## config.mk

```make
export PLATFORM = sky130hd
export DESIGN_NAME = flash_write_frame_builder_unit
export DESIGN_NICKNAME = d
export VERILOG_FILES = /design/src/fwfb_pkg.sv /design/src/flash_write_frame_builder_unit.sv /design/src/fwfb_ctrl.sv /design/src/fwfb_datapath.sv
export SDC_FILE = /design/constraint.sdc
export NUM_CORES = 1
export LEC_CHECK = 0
export BUFFER_PORTS_ARGS = -buffer_cell sky130_fd_sc_hd__buf_4
export CAP_MARGIN = 20
export CORE_MARGIN = 2
export CORE_UTILIZATION = 60
export CTS_CLUSTER_DIAMETER = 60
export DETAILED_ROUTE_END_ITERATION = 10
export PLACE_DENSITY_LB_ADDON = 0.2
export SYNTH_ARGS = -nofsm -noshare
export SYNTH_HDL_FRONTEND = slang
export SYNTH_SLANG_ARGS = --single-unit
```

## constraint.sdc

```tcl
create_clock -name clk -period 5 [get_ports clk]
set_input_delay 0.5 -clock clk [delete_from_list [all_inputs] [get_ports clk]]
set_output_delay 0.5 -clock clk [all_outputs]
set_load 0.02 [all_outputs]
```

## src/fwfb_pkg.sv

```systemverilog
// Shared types, constants and CRC helper for the flash write frame builder.
`timescale 1ns / 1ps
`default_nettype none

package fwfb_pkg;

  localparam int unsigned PayloadBytes = 32;
  localparam int unsigned LenExtra     = 10;
  localparam int unsigned PosW         = $clog2(PayloadBytes + 1);
  localparam int unsigned CrcStepsPerCycle = 8;

  localparam logic [PosW-1:0] PayloadPos = PosW'(PayloadBytes);
  localparam logic [7:0]  FrameLen     = 8'(PayloadBytes + LenExtra);
  localparam logic [7:0]  PayloadLen   = 8'(PayloadBytes);
  localparam logic [7:0]  PadByte      = 8'hFF;
  localparam logic [31:0] CrcInit      = 32'hFFFF_FFFF;
  localparam logic [31:0] CrcPolyReset = 32'h08C7_1CC1;
  localparam logic [31:0] PacketStride = 32'(PayloadBytes);

  typedef enum logic [2:0] {
    CFG_BASE_ADDRESS  = 3'd0,
    CFG_WRITE_COMMAND = 3'd1,
    CFG_START_KEY     = 3'd2,
    CFG_CRC_POLY      = 3'd3,
    CFG_SIGN_EXTEND   = 3'd4
  } cfg_index_t;

  typedef enum logic [2:0] {
    KIND_KEY  = 3'd0,
    KIND_LEN  = 3'd1,
    KIND_CMD  = 3'd2,
    KIND_ADDR = 3'd3,
    KIND_PLEN = 3'd4,
    KIND_DATA = 3'd5,
    KIND_PAD  = 3'd6,
    KIND_CRC  = 3'd7
  } kind_t;

  typedef struct packed {
    logic       cap;
    logic       emit;
    kind_t      kind;
    logic [1:0] idx;
    logic       take;
    logic       done;
    logic       last;
    logic       close;
  } cmd_t;

  typedef struct packed {
    logic can_emit;
    logic crc_busy;
    logic in_end;
  } sts_t;

  function automatic logic [31:0] crc_step8(input logic [31:0] crc, input logic [31:0] poly);
    logic [31:0] c;
    c = crc;
    for (int i = 0; i < CrcStepsPerCycle; i++) begin
      if (c[31]) begin
        c = {c[30:0], 1'b0} ^ poly;
      end else begin
        c = {c[30:0], 1'b0};
      end
    end
    return c;
  endfunction

endpackage

`default_nettype wire

```

## src/flash_write_frame_builder_unit.sv

```systemverilog
// Top level of the flash write frame builder: controller plus datapath.
//
// Image bytes enter on the in channel (image_byte, image_end); frame bytes
// leave on the out channel (frame_byte, frame_done, run_last), one beat per
// frame byte. Each input beat yields its payload beat; the first byte of a
// packet is preceded by eight header beats, and a full packet or image_end
// adds any 0xFF pad beats and four CRC beats. run_last marks the final beat
// caused by an input beat, frame_done the last CRC beat of a frame.
// Every byte covered by the CRC is taken in by the CRC unit, which folds
// eight polynomial steps per cycle; the next beat waits for it. Any beat
// that follows a folded byte therefore waits for the CRC unit, while CRC
// beats are not folded themselves. Configuration beats are taken on every
// cycle (cfg_ready is always high) and are to be sent only while the
// block is idle. Reset clears the address to zero, restores the register
// defaults and sets the CRC to all ones. A stalled receiver holds the
// output register; the block still accepts the next input beat, then
// waits before emitting.
`timescale 1ns / 1ps
`default_nettype none

module flash_write_frame_builder_unit (
  input  wire logic        clk,
  input  wire logic        rst,
  input  wire logic        cfg_valid,
  output logic             cfg_ready,
  input  wire logic [2:0]  cfg_index,
  input  wire logic [31:0] cfg_data,
  input  wire logic        in_valid,
  output logic             in_ready,
  input  wire logic [7:0]  image_byte,
  input  wire logic        image_end,
  output logic             out_valid,
  input  wire logic        out_ready,
  output logic [7:0]       frame_byte,
  output logic             frame_done,
  output logic             run_last
);

  fwfb_pkg::cmd_t cmd;
  fwfb_pkg::sts_t sts;

  fwfb_ctrl u_ctrl (
    .clk      (clk),
    .rst      (rst),
    .in_valid (in_valid),
    .in_ready (in_ready),
    .sts      (sts),
    .cmd      (cmd)
  );

  fwfb_datapath u_datapath (
    .clk        (clk),
    .rst        (rst),
    .cfg_valid  (cfg_valid),
    .cfg_ready  (cfg_ready),
    .cfg_index  (cfg_index),
    .cfg_data   (cfg_data),
    .image_byte (image_byte),
    .image_end  (image_end),
    .cmd        (cmd),
    .sts        (sts),
    .out_valid  (out_valid),
    .out_ready  (out_ready),
    .frame_byte (frame_byte),
    .frame_done (frame_done),
    .run_last   (run_last)
  );

`ifndef SYNTHESIS
  a_done_is_last: assert property (@(posedge clk) disable iff (rst)
    out_valid && frame_done |-> run_last)
    else $error("frame_done beat not marked as last");

  a_no_emit_while_crc: assert property (@(posedge clk) disable iff (rst)
    cmd.emit |-> !sts.crc_busy)
    else $error("beat emitted while CRC unit busy");

  a_no_emit_when_idle: assert property (@(posedge clk) disable iff (rst)
    cmd.emit |-> !in_ready)
    else $error("beat emitted while accepting input");
`endif

endmodule

`default_nettype wire

```

## src/fwfb_ctrl.sv

```systemverilog
// Frame sequencing controller: walks header, payload, padding and CRC beats.
`timescale 1ns / 1ps
`default_nettype none

module fwfb_ctrl (
  input  wire logic          clk,
  input  wire logic          rst,
  input  wire logic          in_valid,
  output logic               in_ready,
  input  wire fwfb_pkg::sts_t sts,
  output fwfb_pkg::cmd_t     cmd
);

  typedef enum logic [4:0] {
    S_IDLE = 5'b00001,
    S_HDR  = 5'b00010,
    S_DATA = 5'b00100,
    S_PAD  = 5'b01000,
    S_CRC  = 5'b10000
  } state_t;

  state_t                        state, state_next;
  logic [2:0]                    cnt, cnt_next;
  logic [fwfb_pkg::PosW-1:0]     pos, pos_next;
  logic [fwfb_pkg::PosW-1:0]     pos_inc;
  logic [1:0]                    addr_sel;

  assign pos_inc  = pos + fwfb_pkg::PosW'(1);
  assign addr_sel = cnt[1:0] - 2'd3;

  always_comb begin
    state_next = state;
    cnt_next   = cnt;
    pos_next   = pos;
    in_ready   = 1'b0;
    cmd        = '0;
    cmd.kind   = fwfb_pkg::KIND_KEY;
    case (state)
      S_IDLE: begin
        in_ready = 1'b1;
        cmd.cap  = in_valid;
        if (in_valid) begin
          cnt_next   = 3'd0;
          state_next = (pos == '0) ? S_HDR : S_DATA;
        end
      end
      S_HDR: begin
        if (sts.can_emit) begin
          cmd.emit = 1'b1;
          cmd.take = (cnt != 3'd0);
          cmd.idx  = addr_sel;
          case (cnt)
            3'd0:                      cmd.kind = fwfb_pkg::KIND_KEY;
            3'd1:                      cmd.kind = fwfb_pkg::KIND_LEN;
            3'd2:                      cmd.kind = fwfb_pkg::KIND_CMD;
            3'd3, 3'd4, 3'd5, 3'd6:    cmd.kind = fwfb_pkg::KIND_ADDR;
            default:                   cmd.kind = fwfb_pkg::KIND_PLEN;
          endcase
          cnt_next = cnt + 3'd1;
          if (cnt == 3'd7) begin
            state_next = S_DATA;
          end
        end
      end
      S_DATA: begin
        if (sts.can_emit) begin
          cmd.emit = 1'b1;
          cmd.take = 1'b1;
          cmd.kind = fwfb_pkg::KIND_DATA;
          pos_next = pos_inc;
          cnt_next = 3'd0;
          if (sts.in_end || pos_inc >= fwfb_pkg::PayloadPos) begin
            state_next = (pos_inc < fwfb_pkg::PayloadPos) ? S_PAD : S_CRC;
          end else begin
            cmd.last   = 1'b1;
            state_next = S_IDLE;
          end
        end
      end
      S_PAD: begin
        if (sts.can_emit) begin
          cmd.emit = 1'b1;
          cmd.take = 1'b1;
          cmd.kind = fwfb_pkg::KIND_PAD;
          pos_next = pos_inc;
          cnt_next = 3'd0;
          if (pos_inc >= fwfb_pkg::PayloadPos) begin
            state_next = S_CRC;
          end
        end
      end
      S_CRC: begin
        if (sts.can_emit) begin
          cmd.emit = 1'b1;
          cmd.kind = fwfb_pkg::KIND_CRC;
          cmd.idx  = cnt[1:0];
          cnt_next = cnt + 3'd1;
          if (cnt[1:0] == 2'd3) begin
            cmd.done   = 1'b1;
            cmd.last   = 1'b1;
            cmd.close  = 1'b1;
            pos_next   = '0;
            state_next = S_IDLE;
          end
        end
      end
      default: begin
        state_next = S_IDLE;
      end
    endcase
  end

  always_ff @(posedge clk) begin
    if (rst) begin
      state <= S_IDLE;
      cnt   <= 3'd0;
      pos   <= '0;
    end else begin
      state <= state_next;
      cnt   <= cnt_next;
      pos   <= pos_next;
    end
  end

endmodule

`default_nettype wire

```

## src/fwfb_datapath.sv

```systemverilog
// Datapath: configuration registers, byte select, CRC unit and output register.
`timescale 1ns / 1ps
`default_nettype none

module fwfb_datapath (
  input  wire logic           clk,
  input  wire logic           rst,
  input  wire logic           cfg_valid,
  output logic                cfg_ready,
  input  wire logic [2:0]     cfg_index,
  input  wire logic [31:0]    cfg_data,
  input  wire logic [7:0]     image_byte,
  input  wire logic           image_end,
  input  wire fwfb_pkg::cmd_t cmd,
  output fwfb_pkg::sts_t      sts,
  output logic                out_valid,
  input  wire logic           out_ready,
  output logic [7:0]          frame_byte,
  output logic                frame_done,
  output logic                run_last
);

  logic [31:0] packet_address;
  logic [7:0]  command_code;
  logic [7:0]  start_key;
  logic [31:0] crc_poly;
  logic        sign_ext;
  logic [7:0]  byte_q;
  logic        end_q;
  logic [31:0] crc;
  logic        crc_busy;
  logic [1:0]  crc_cnt;
  logic [7:0]  sel_byte;
  logic [31:0] crc_in;

  assign cfg_ready    = 1'b1;
  assign sts.can_emit = !crc_busy && (!out_valid || out_ready);
  assign sts.crc_busy = crc_busy;
  assign sts.in_end   = end_q;
  assign crc_in       = {{24{sign_ext & sel_byte[7]}}, sel_byte};

  always_comb begin
    case (cmd.kind)
      fwfb_pkg::KIND_KEY:  sel_byte = start_key;
      fwfb_pkg::KIND_LEN:  sel_byte = fwfb_pkg::FrameLen;
      fwfb_pkg::KIND_CMD:  sel_byte = command_code;
      fwfb_pkg::KIND_ADDR: sel_byte = packet_address[8*cmd.idx +: 8];
      fwfb_pkg::KIND_PLEN: sel_byte = fwfb_pkg::PayloadLen;
      fwfb_pkg::KIND_DATA: sel_byte = byte_q;
      fwfb_pkg::KIND_PAD:  sel_byte = fwfb_pkg::PadByte;
      fwfb_pkg::KIND_CRC:  sel_byte = crc[8*cmd.idx +: 8];
      default:             sel_byte = fwfb_pkg::PadByte;
    endcase
  end

  always_ff @(posedge clk) begin
    if (cmd.cap) begin
      byte_q <= image_byte;
      end_q  <= image_end;
    end
    if (cmd.emit) begin
      frame_byte <= sel_byte;
      frame_done <= cmd.done;
      run_last   <= cmd.last;
    end
  end

  always_ff @(posedge clk) begin
    if (rst) begin
      out_valid      <= 1'b0;
      packet_address <= '0;
      command_code   <= '0;
      start_key      <= '0;
      crc_poly       <= fwfb_pkg::CrcPolyReset;
      sign_ext       <= 1'b0;
      crc            <= fwfb_pkg::CrcInit;
      crc_busy       <= 1'b0;
      crc_cnt        <= 2'd0;
    end else begin
      if (cfg_valid && cfg_ready) begin
        case (cfg_index)
          fwfb_pkg::CFG_BASE_ADDRESS:  packet_address <= cfg_data;
          fwfb_pkg::CFG_WRITE_COMMAND: command_code   <= cfg_data[7:0];
          fwfb_pkg::CFG_START_KEY:     start_key      <= cfg_data[7:0];
          fwfb_pkg::CFG_CRC_POLY:      crc_poly       <= cfg_data;
          fwfb_pkg::CFG_SIGN_EXTEND:   sign_ext       <= cfg_data[0];
          default: ;
        endcase
      end
      if (out_valid && out_ready) begin
        out_valid <= 1'b0;
      end
      if (cmd.emit) begin
        out_valid <= 1'b1;
      end
      if (cmd.emit && cmd.take) begin
        crc      <= crc ^ crc_in;
        crc_busy <= 1'b1;
        crc_cnt  <= 2'd0;
      end else if (crc_busy) begin
        crc     <= fwfb_pkg::crc_step8(crc, crc_poly);
        crc_cnt <= crc_cnt + 2'd1;
        if (crc_cnt == 2'd3) begin
          crc_busy <= 1'b0;
        end
      end
      if (cmd.close) begin
        crc            <= fwfb_pkg::CrcInit;
        packet_address <= packet_address + fwfb_pkg::PacketStride;
      end
    end
  end

endmodule

`default_nettype wire
```

After elaboration in Yosys (flattened, before gate mapping)
Index checks and enable logic that the tools add are counted.
{"block": "totals", "register_bits": 150, "latchBits": 0, "ram_bits": 0, "mem_bits_ro": 0, "input_bits": 49, "out_inout_bits": 13, "word_cells": 180, "memories": 0}
{"block": "classes", "add_sub_neg": 5, "n_mul": 0, "n_div": 0, "magnitude_cmp": 2, "n_eq_ne": 35, "n_shift": 2, "n_mux": 77, "n_bitwise": 10, "reduce_logical": 32}
{"operator": "$mux W32", "n": 34}
{"operator": "$xor A32 B32 Y32", "n": 9}
{"operator": "$pmux W8 S8", "n": 1}
{"operator": "$shiftx A32 B6 Y8", "n": 2}
{"operator": "$mux W5", "n": 10}
{"operator": "$add A32 B6 Y32 const B", "n": 1}
{"operator": "$eq A3 B3 Y1 const B", "n": 9}
{"operator": "$pmux W5 S5", "n": 1}
{"operator": "$mux W6", "n": 4}
{"operator": "$eq A3 B2 Y1 const B", "n": 6}
{"operator": "$pmux W4 S4", "n": 1}
{"operator": "$mux W3", "n": 5}
{"operator": "$pmux W3 S4", "n": 1}
{"operator": "$pmux W6 S2", "n": 1}
{"operator": "$reduce_and A2 Y1", "n": 6}
{"operator": "$mux W1", "n": 11}
{"operator": "$ne A2 B1 Y1 const B", "n": 5}
{"operator": "$ne A2 B2 Y1 const B", "n": 5}
{"operator": "$reduce_bool A2 Y1", "n": 5}
{"operator": "$eq A3 B1 Y1 const B", "n": 3}
{"operator": "$logic_not A3 Y1", "n": 3}
{"operator": "$pmux W3 S3", "n": 1}
{"operator": "$mux W4", "n": 2}
{"operator": "$reduce_and A4 Y1", "n": 2}
{"operator": "25 further kinds", "n": 35}

Logic depth before layout (Yosys ltp)
Gate-level depths: netlist of the first run.
{"block": "logic_depth", "ltp_word": 42, "ltp_mapped": 16, "ltp_nobuf": 14}

Hierarchy
From an unflattened synthesis of the first run, not the netlist that was laid out.
{"block": "hier_totals", "cells_unflattened": 1549, "area_unflattened_um2": 12000.3}
{"mod": "fwfb_datapath", "instances": 1, "cells_per_inst": 1399, "area_each_um2": 10786.6}
{"mod": "fwfb_ctrl", "instances": 1, "cells_per_inst": 150, "area_each_um2": 1213.7}

Worst setup path before layout of the first run
No wires, ideal clock.
{"block": "synth_timing", "kind": "reg-to-reg", "from": "register u_datapath.crc[31]", "to": "register u_datapath.crc[3]", "setup_time_ns": 0.120, "arrival_ns": 3.514, "required_time_ns": 4.880, "path_slack_ns": 1.366, "path_stages_with_launch": 14, "path_buffers": 1, "period_less_slack_ns": 3.634, "path_cell_list": "dfxtp_1 -> buf_2 -> o21a_1 -> nor2_1 -> o31a_1 -> or2_2 -> xnor3_1 -> a211o_2 -> a21boi_2 -> and4_4 -> nor4_4 -> o21ai_0 -> xnor2_1 -> a211o_1"}
{"block": "synth_via", "elab_chain_len": 37, "elab_cells_between_ends": 38, "cone_classes": "mux: 31; bitwise: 7"}
{"element": "from (decl)", "line": "fwfb_datapath.sv:30", "rtl": "logic [31:0] crc;"}
{"element": "from (signal assigned)", "line": "fwfb_datapath.sv:76", "rtl": "crc <= fwfb_pkg::CrcInit;"}
{"element": "from (signal assigned)", "line": "fwfb_datapath.sv:97", "rtl": "crc <= crc ^ crc_in;"}
{"element": "from (signal assigned)", "line": "fwfb_datapath.sv:101", "rtl": "crc <= fwfb_pkg::crc_step8(crc, crc_poly);"}
{"element": "$mux W32 (*)", "line": "fwfb_pkg.sv:60", "rtl": "if (c[31]) begin"}
{"element": "$mux W32 (*)", "line": "fwfb_datapath.sv:100", "rtl": "end else if (crc_busy) begin"}
{"element": "$mux W32 (*)", "line": "fwfb_datapath.sv:96", "rtl": "if (cmd.emit && cmd.take) begin"}
{"element": "$mux W32 (*)", "line": "fwfb_datapath.sv:69", "rtl": "if (rst) begin"}
{"element": "$xor A32 B32 Y32", "line": "fwfb_pkg.sv:61", "rtl": "c = {c[30:0], 1'b0} ^ poly;"}
{"element": "$mux W32 (*)", "line": "fwfb_pkg.sv:60"}
{"element": "$mux W32 (*)", "line": "fwfb_datapath.sv:100"}
{"element": "$mux W32 (*)", "line": "fwfb_datapath.sv:96"}
{"element": "[... 21 more ...]"}
{"element": "$mux W32 (*)", "line": "fwfb_pkg.sv:60"}
{"element": "$mux W32 (*)", "line": "fwfb_datapath.sv:100"}
{"element": "$mux W32 (*)", "line": "fwfb_datapath.sv:96"}
{"element": "$mux W32 (*)", "line": "fwfb_datapath.sv:69"}
{"element": "$xor A32 B32 Y32 or $mux W32 (tied branches)", "line": "fwfb_pkg.sv:61, fwfb_datapath.sv:69"}
{"element": "$mux W32 (*)", "line": "fwfb_pkg.sv:60"}
{"element": "$mux W32 (*)", "line": "fwfb_datapath.sv:100"}
{"element": "$mux W32 (*)", "line": "fwfb_datapath.sv:96"}
Mark *: on every way between the ends. The rest lies on a longest branch, timed or not. The select of a mux whose other input is x is not followed.
A chain may end at the register's enable or synchronous reset.

Worst setup path after layout of the first run
Same ends and word-level chain as after synthesis.

==> metrics.yaml, run 1 <==
status: "complete, no violations"
p_int_mw: 3.45
cts_tree: "done"
yosys.area.top_type: "dfxtp_1"
yosysUniqueCellTypes: 96
p_clk_share_pct: 24.2
clkTransAtPathRegs_ps: 70
syn_inst: 1573
tightest_slew_ps: 959
cp-end-kind: "register"
grt_max_degree: 63
arrival_ps: 4790
antennaDiodeCount: 0
port_buffers: 60
start_util_pct: 60.8
clock-root-buffer: "clkbuf_16"
synth_edf_count: 19
placedInstanceArea_sq_um: 12300
dpl.hpwl_mm: 24.7
ys_ff_latch: 150
dr.first_iter.drc_count: 1252
vias_per_cell: 6.25
maxCapViolations: 0
die_w_um: 144
hold_path_class: "in2reg"
synthesis.area_sq_um: 11700
fin_nets: 1618
die_h_um: 144
ys.flop_type: "dfxtp_1"
area_growth_pct: 10.0
fin_skew_ps: 7.37
path_class: "reg2reg"
finalCoreUtilization_pct: 66.8
power.density_nw_per_um2: 443
setup-tns-final_ps: 0
max_freq_ghz: 0.224
vias: 11500
cts_resized: 0
rsz0062_at_grt: "no"
cp-start-kind: "register"
pin_count: 62
first_pass_iters: 7
fp.dieArea_sq_um: 20700
peakVddDrop_mv: 0.347
period_share_pct: 89.4
clkLatencyLatePin_ps: 430
ys_warn_count: 0
layout-drive-gt1-share_pct: 11.8
drc: 0
synth_top_area_share_pct: 22.3
clock_sinks: 150
hold_viol: 0
combinationalPowerShare_pct: 48.8
r2r_cells: 13
synth_async_sr_flop_share_pct: 0
ctsHoldBuffers: 0
slew_headroom_pct: 36.0
grt_pass1_wl_mm: 55.0
critPathRequiredTime_ps: 5320
grt_antenna_before_repair: 0
numCtsBuffers: 17
syn-num-nets: 1631
cts.htree.levels: 4
wire_per_inst_um: 19.0
routabilityCongestion: 0.941
finalPower_mw: 5.72
num_rows: 51
whs_ps: 245
syn_avg_cell_area_sq_um: 7.47
clock_path_buffers: 2
switching_power_mw: 2.27
fillers: 1691
grt_pass1_vias: 10400
final_max_slew_viol_count: 0
antenna_left: 0
swShare_pct: 39.7
netlist_top_cells_count: "nand2_1, xnor2_1, dfxtp_1"
grt_use_total_pct: 33.8
core_sq_um: 19300
crit_fanout: 28
synthTopCellsByArea: "dfxtp_1, xnor2_1, nand2_1, edfxtp_1, o21ai_0"
cellLeakagePower_nw: 4.70
pwr-share-seq_pct: 27.1
setup_viol: 0
cts_setup_buffers: 0
wirelength_mm: 34.9
synth.most_common_cell: "nand2_1"
seq_area_frac_synth_pct: 27.2
final_cell_area_sq_um: 12900
overflow: 0
min_period_ps: 4470
hold_depth: 1
[critical path: stages (launching register included)]
cell and delay (ps):
dfxtp_1 660, nor2b_1 150, a221oi_4 530, xnor2_2 340
buf_4 320, nand2_1 90, xnor2_1 170, xnor2_1 150
xor2_1 360, o21ai_1 210, a2bb2oi_4 700, o21ai_0 210
xnor2_1 180, a211o_1 300
[stage by stage]
| stage | setup WS [ps] | cells |
|---|---|---|
| 3_3_place_gp | 704 | 1806 |
| 2_1_floorplan | 1370 | 1573 |
| 5_1_grt | 172 | 1838 |
| 3_5_place_dp | 611 | 1806 |
| 4_1_cts | 586 | 1838 |
| 6_report | 528 | 1838 |
[flip-flops by register name (all words and copies together), names as in the netlist, 6 cells and up]
name and cells:
u_ctrl.pos 6, u_datapath.byte_q 8, u_datapath.command_code 8, u_datapath.crc 32, u_datapath.crc_poly 32, u_datapath.frame_byte 8
u_datapath.packet_address 32, u_datapath.start_key 8
[worst paths after layout]
check                                                          start                              endpoint  slack [ps]
worst min register to register  u_datapath.start_key[0]$_SDFFE_PP0P_  u_datapath.start_key[0]$_SDFFE_PP0P_         460
worst min-delay path                                   image_byte[2]        u_datapath.byte_q[2]$_DFFE_PP_         250
worst max-delay path                 u_datapath.crc[31]$_SDFFE_PP1P_        u_datapath.crc[3]$_SDFFE_PP1P_         530
worst max register to register       u_datapath.crc[31]$_SDFFE_PP1P_        u_datapath.crc[3]$_SDFFE_PP1P_         530
[power by group through the flow]
| stage | combinational [mW] | clock [mW] | sequential, mW |
|---|---|---|---|
| floorplan | 2.20 | 0 | 1.52 |
| global placement | 2.69 | 0 | 1.56 |
| detailed placement | 2.73 | 0 | 1.56 |
| CTS | 2.75 | 1.39 | 1.54 |
| global route | 3.02 | 1.43 | 1.56 |
| finish | 2.79 | 1.38 | 1.55 |
[final cells by class]
class	count	area (sq um)	share of cell area, %
Timing Repair Buffer	95	713	5.52
Multi-Input combinational cell	1278	7990	61.8
Tap cell	265	332	2.57
Clock inverter	14	191	1.48
Inverter	18	67.6	0.523
Sequential cell	150	3190	24.7
Clock buffer	18	439	3.40
[placed cells by master, fill, tap and decap left out, types with 7 or more instances in the layout]
cell / count
a22oi_1: 31
a211oi_1: 14
nand3b_1: 14
a221oi_1: 14
nor2b_1: 7
nand2_1: 344
and2_1: 7
nand3_1: 38
buf_4: 95
ha_1: 9
and3_1: 24
nand4_1: 9
or2_2: 7
a21oi_1: 76
nor2_1: 94
o21ai_1: 9
o21ai_0: 98
nor3b_1: 8
xnor2_1: 243
o21a_2: 14
clkbuf_16: 17
o211ai_1: 12
dfxtp_1: 131
nor3_1: 24
xor2_1: 15
inv_1: 18
nand2b_1: 7
o21a_1: 20
a311oi_1: 7
mux2i_1: 14
a31oi_1: 10
edfxtp_1: 19
[logic make-up after synthesis]
family / synth area share [%]
simple gates: 23.8
compound gates: 21.3
xor+xnor: 20.3
flops: 27.2
buf+inv: 5.03
mux: 1.47
fa+ha+maj: 0.959
other cells: 0.0319
[per-layer routing]
| layer | up-vias | routed length, um | GRT usage, % |
|---|---|---|---|
| met2 | 622 | 15800 | 52.7 |
| met4 | 0 | 868 | 10.8 |
| li1 | 5367 | - | - |
| met3 | 69 | 3300 | 5.10 |
| met1 | 5425 | 14900 | 48.0 |
| met5 | - | 0 | 0 |
No activity file was read; power rests on OpenSTA's default activity.
==> run 2: changes to the inputs <==
CORE_UTILIZATION = 39   (was 60)
==> run 2 against run 1 <==
Against the previous run: critical path depth unchanged; hold slack got worse by 7.7 ps; power decreased by 2.2%; critical path type unchanged; largest cell class unchanged; highest routed layer unchanged.
==> metrics.yaml, run 2 (synthesis gave the netlist of run 1 again) <==
clock_path_buffers: 2
period_share_pct: 88.1
placedInstanceArea_sq_um: 12500
cts_tree: "done"
max_freq_ghz: 0.227
reg2reg_from: "u_datapath.crc[30]$_SDFFE_PP1P_"
maxCapViolations: 0
antenna_left: 0
finalCoreUtilization_pct: 44.0
tightest_slew_ps: 1000
final_cell_area_sq_um: 13100
grt_antenna_before_repair: 0
hold_viol: 0
numCtsBuffers: 17
clock-root-buffer: "clkbuf_16"
hold_path_class: "in2reg"
wire_per_inst_um: 18.7
reg_top3: "u_datapath.crc (32), u_datapath.crc_poly (32), u_datapath.packet_address (32)"
switching_power_mw: 2.22
clkTransAtPathRegs_ps: 70
finalWorstSetupSlack_ps: 593
min_to: "u_datapath.end_q$_DFFE_PP_"
status: "complete, no violations"
crit_fanout: 27
vias: 10900
peakVddDrop_mv: 0.313
overflow: 0
setup-tns-final_ps: 0
slew_headroom_pct: 33.0
place_ws_ps: 354
cp-start-kind: "register"
arrival_ps: 4730
final_max_slew_viol_count: 0
clkLatencyLatePin_ps: 440
die_w_um: 178
cellLeakagePower_nw: 4.68
r2r_slack_ps: 590
routabilityCongestion: 0.890
num_rows: 63
path_class: "reg2reg"
fin_nets: 1618
p_clk_share_pct: 22.9
drc: 0
hold_start: "image_end"
die_h_um: 178
layout-drive-gt1-share_pct: 11.6
grt_pass1_vias: 10200
fin_skew_ps: 13.1
fp.dieArea_sq_um: 31500
core_sq_um: 29600
first_pass_iters: 5
port_buffers: 60
vias_per_cell: 5.56
mostFrequentLayoutCells: "nand2_1, xnor2_1, dfxtp_1"
p_int_mw: 3.37
r2r_cells: 13
dr.first_iter.drc_count: 865
cts.htree.levels: 4
rsz0062_at_grt: "no"
r2r_end: "u_datapath.crc[2]$_SDFFE_PP1P_"
cp-end-kind: "register"
start_util_pct: 39.6
swShare_pct: 39.7
antennaDiodeCount: 0
setup_viol: 0
wirelength_mm: 36.6
clock_sinks: 150
critPathRequiredTime_ps: 5330
grt_pass1_wl_mm: 57.7
cts_setup_buffers: 0
dpl.hpwl_mm: 26.6
mostFrequentLayoutCell: "nand2_1"
pin_count: 62
whs_ps: 238
min_period_ps: 4410
hold_depth: 1
combinationalPowerShare_pct: 49.4
power.density_nw_per_um2: 429
grt_use_total_pct: 23.4
grt_max_degree: 76
pwr-share-seq_pct: 27.7
area_growth_pct: 11.1
[run 2: cell types whose count changed in the layout (fill, tap and decap cells not counted), sizes merged]
cell | previous run | this run
bufinv | 3 | 1
clkbuf | 18 | 22
clkinv | 3 | 5
clkinvlp | 3 | 2
inv | 23 | 20
[run 2: layout make-up]
cell class	count	area, sq um
timing repair buffer	95	726
clock buffer	22	475
multi-input combinational	1278	8010
fill	3059	16600
tap	390	488
inverter	18	67.6
clock inverter	10	98.8
sequential	150	3190
[run 2: per-layer routing]
metal  vias up  GRT usage [%]  part of all wire (%)
met5         -              0                     0
met4         0           8.78                   2.9
met3        61           3.26                   4.9
met2       300           36.4                    44
met1      5191           32.7                    48
li1       5365              -                     -
[run 2: worst max path at each step]
| stage | from | end | slack (ps) | cells past startpoint |
|---|---|---|---|---|
| floorplan | u_datapath.crc[31]$_SDFFE_PP1P_ | u_datapath.crc[3]$_SDFFE_PP1P_ | 1370 | 13 |
| global placement | u_datapath.crc[30]$_SDFFE_PP1P_ | u_datapath.crc[2]$_SDFFE_PP1P_ | 560 | 13 |
| detailed placement | u_datapath.crc[30]$_SDFFE_PP1P_ | u_datapath.crc[2]$_SDFFE_PP1P_ | 350 | 13 |
| CTS | u_datapath.crc[30]$_SDFFE_PP1P_ | u_datapath.crc[2]$_SDFFE_PP1P_ | 330 | 13 |
| global route | u_datapath.crc[30]$_SDFFE_PP1P_ | u_datapath.crc[0]$_SDFFE_PP1P_ | 220 | 13 |
| finish | u_datapath.crc[30]$_SDFFE_PP1P_ | u_datapath.crc[2]$_SDFFE_PP1P_ | 590 | 13 |
[run 2: worst max-delay path: stages (launching register included)]
cell and delay [ps]:
dfxtp_1 780, and4bb_1 310, a221oi_4 450, xnor2_4 330
o211ai_2 220, a21oi_2 260, o41ai_4 130, a211oi_1 460
nor3_1 160, nor4_4 250, buf_4 350, or2_1 280
and4b_1 230, nor3_1 50
[run 2: repair_timing]
action	4_1_cts	5_1_grt
gates resized for setup	0	1
endpoints found under the setup margin	0	4
hold endpoints to repair	0	0
hold buffers	0	0
[run 2: power groups by stage]
stage / Clock (mW) / Combinational (mW) / Sequential (mW)
after global placement: 0 / 2.72 / 1.57
after detailed placement: 0 / 2.74 / 1.57
final: 1.28 / 2.76 / 1.55
after global routing: 1.34 / 3.01 / 1.57
after CTS: 1.30 / 2.76 / 1.55
after floorplan: 0 / 2.20 / 1.52
[run 2: stage by stage]
stage | std cells | power, mW
final | 1963 | 5.59
after global routing | 1963 | 5.92
after CTS | 1963 | 5.60
after detailed placement | 1931 | 4.31
after global placement | 1931 | 4.30
after floorplan | 1573 | 3.72
==> run 3: changes to the inputs <==
PLACE_DENSITY = 0.64   (was not set)
PLACE_DENSITY_LB_ADDON = not set   (was 0.2)
==> run 3 against run 2 <==
Against the previous run: via count up 2.4%; non-clock buffer count up 2; first-iteration DRC count up 44%; worst setup slack worse by 96 ps; power up 0.82%; clock power up 5%; clock skew down 5.1 ps; cell area up 0.19%.
==> metrics.yaml, run 3 (synthesis gave the netlist of run 1 again) <==
clock_path_buffers: 2
hold_viol: 0
antenna_left: 0
drc: 0
core_sq_um: 29600
antennaDiodeCount: 0
setup_viol: 0
dpl.hpwl_mm: 25.9
clkTransAtPathRegs_ps: 60
min_period_ps: 4500
grt_use_total_pct: 22.5
start_util_pct: 39.6
num_rows: 63
clock_sinks: 150
critPathRequiredTime_ps: 5300
port_buffers: 60
grt_pass1_vias: 10500
wirelength_mm: 35.4
routabilityCongestion: 0.891
dr.first_iter.drc_count: 1246
area_growth_pct: 11.3
vias: 11200
finalPower_mw: 5.64
cp-start-kind: "register"
cts_tree: "done"
maxCapViolations: 0
period_share_pct: 90.0
final_cell_area_sq_um: 13100
status: "complete, no violations"
cp-end-kind: "register"
setup-tns-final_ps: 0
first_pass_iters: 5
layout-drive-gt1-share_pct: 11.7
power.density_nw_per_um2: 431
hold_depth: 1
tightest_slew_ps: 899
rsz0062_at_grt: "no"
reg_top3: "u_datapath.crc (32), u_datapath.crc_poly (32), u_datapath.packet_address (32)"
path_class: "reg2reg"
arrival_ps: 4800
cts_resized: 0
hold_path_class: "in2reg"
max_freq_ghz: 0.222
vias_per_cell: 5.69
die_w_um: 178
fp.dieArea_sq_um: 31500
cellLeakagePower_nw: 4.71
slew_headroom_pct: 39.8
placedInstanceArea_sq_um: 12500
fin_nets: 1620
grt_pass1_wl_mm: 56.1
mostFrequentLayoutCells: "nand2_1, xnor2_1, dfxtp_1"
crit_fanout: 31
r2r_cells: 14
peakVddDrop_mv: 0.365
fin_skew_ps: 7.99
die_h_um: 178
cts_setup_buffers: 0
ctsHoldBuffers: 0
wire_per_inst_um: 18.0
cts.htree.levels: 4
numCtsBuffers: 17
grt_max_degree: 58
grt_antenna_before_repair: 1
clkLatencyLatePin_ps: 440
final_max_slew_viol_count: 0
clock-root-buffer: "clkbuf_16"
fillers: 3062
pin_count: 62
mostFrequentLayoutCell: "nand2_1"
overflow: 0
run 3: cell count changes in the layout (fill, tap and decap cells not counted), sizes merged:
cell / previous run / this run
buf: 95 / 97
inv: 20 / 23
clkinvlp: 2 / 1
clkbuf: 22 / 18
bufinv: 1 / 3
run 3: worst paths after layout:
path	end	startpoint	slack, ps
hold / removal	u_datapath.byte_q[2]$_DFFE_PP_	image_byte[2]	240
hold reg to reg	u_datapath.start_key[1]$_SDFFE_PP0P_	u_datapath.start_key[1]$_SDFFE_PP0P_	450
setup / recovery	u_datapath.crc[29]$_SDFFE_PP1P_	u_datapath.crc_poly[31]$_SDFFE_PP0P_	500
setup reg to reg	u_datapath.crc[29]$_SDFFE_PP1P_	u_datapath.crc_poly[31]$_SDFFE_PP0P_	500
run 3: layout make-up:
class | count | area, sq um | share of cell area [%]
sequential | 150 | 3190 | 24.4
timing repair buffer | 97 | 736 | 5.63
inverter | 18 | 67.6 | 0.517
multi-input combinational | 1278 | 7990 | 61.1
tap | 390 | 488 | 3.73
clock buffer | 18 | 429 | 3.28
clock inverter | 14 | 171 | 1.31
run 3: stage by stage:
stage	util (%)	hold slack [ps]	instances	worst slack, ps
floorplan	-	433	1573	1370
global placement	42.1	439	1932	576
detailed placement	42.1	445	1932	389
CTS	44.1	220	1964	341
global route	44.1	224	1965	165
finish	44.1	239	1965	498
run 3: where the power goes:
part | total (mW) | leakage (nW) | internal, mW | switching (mW)
logic | 2.75 | 3.17 | 1.26 | 1.49
clock network | 1.34 | 0.291 | 0.790 | 0.546
registers | 1.55 | 1.24 | 1.38 | 0.173
total | 5.64 | 4.71 | 3.43 | 2.21
run 3: critical path: stages (launching register included):
cell	delay, ps
dfxtp_1	490
buf_4	380
o21a_1	180
o22ai_1	150
or3_1	550
a2111oi_1	590
nor4b_1	150
nor3_1	280
nand2_1	140
mux2i_2	430
buf_4	350
o21ai_0	150
xnor2_1	230
xnor2_1	140
a22oi_1	110
run 3: metal layers:
| layer | part of all wire [%] | routed length, um | vias up | GRT usage (%) |
|---|---|---|---|---|
| met3 | 5.2 | 1850 | 83 | 2.76 |
| met5 | 0 | 0 | - | 0 |
| met1 | 45 | 16000 | 5325 | 30.3 |
| met2 | 46 | 16300 | 391 | 36.3 |
| met4 | 3.4 | 1210 | 0 | 9.26 |
| li1 | - | - | 5376 | - |
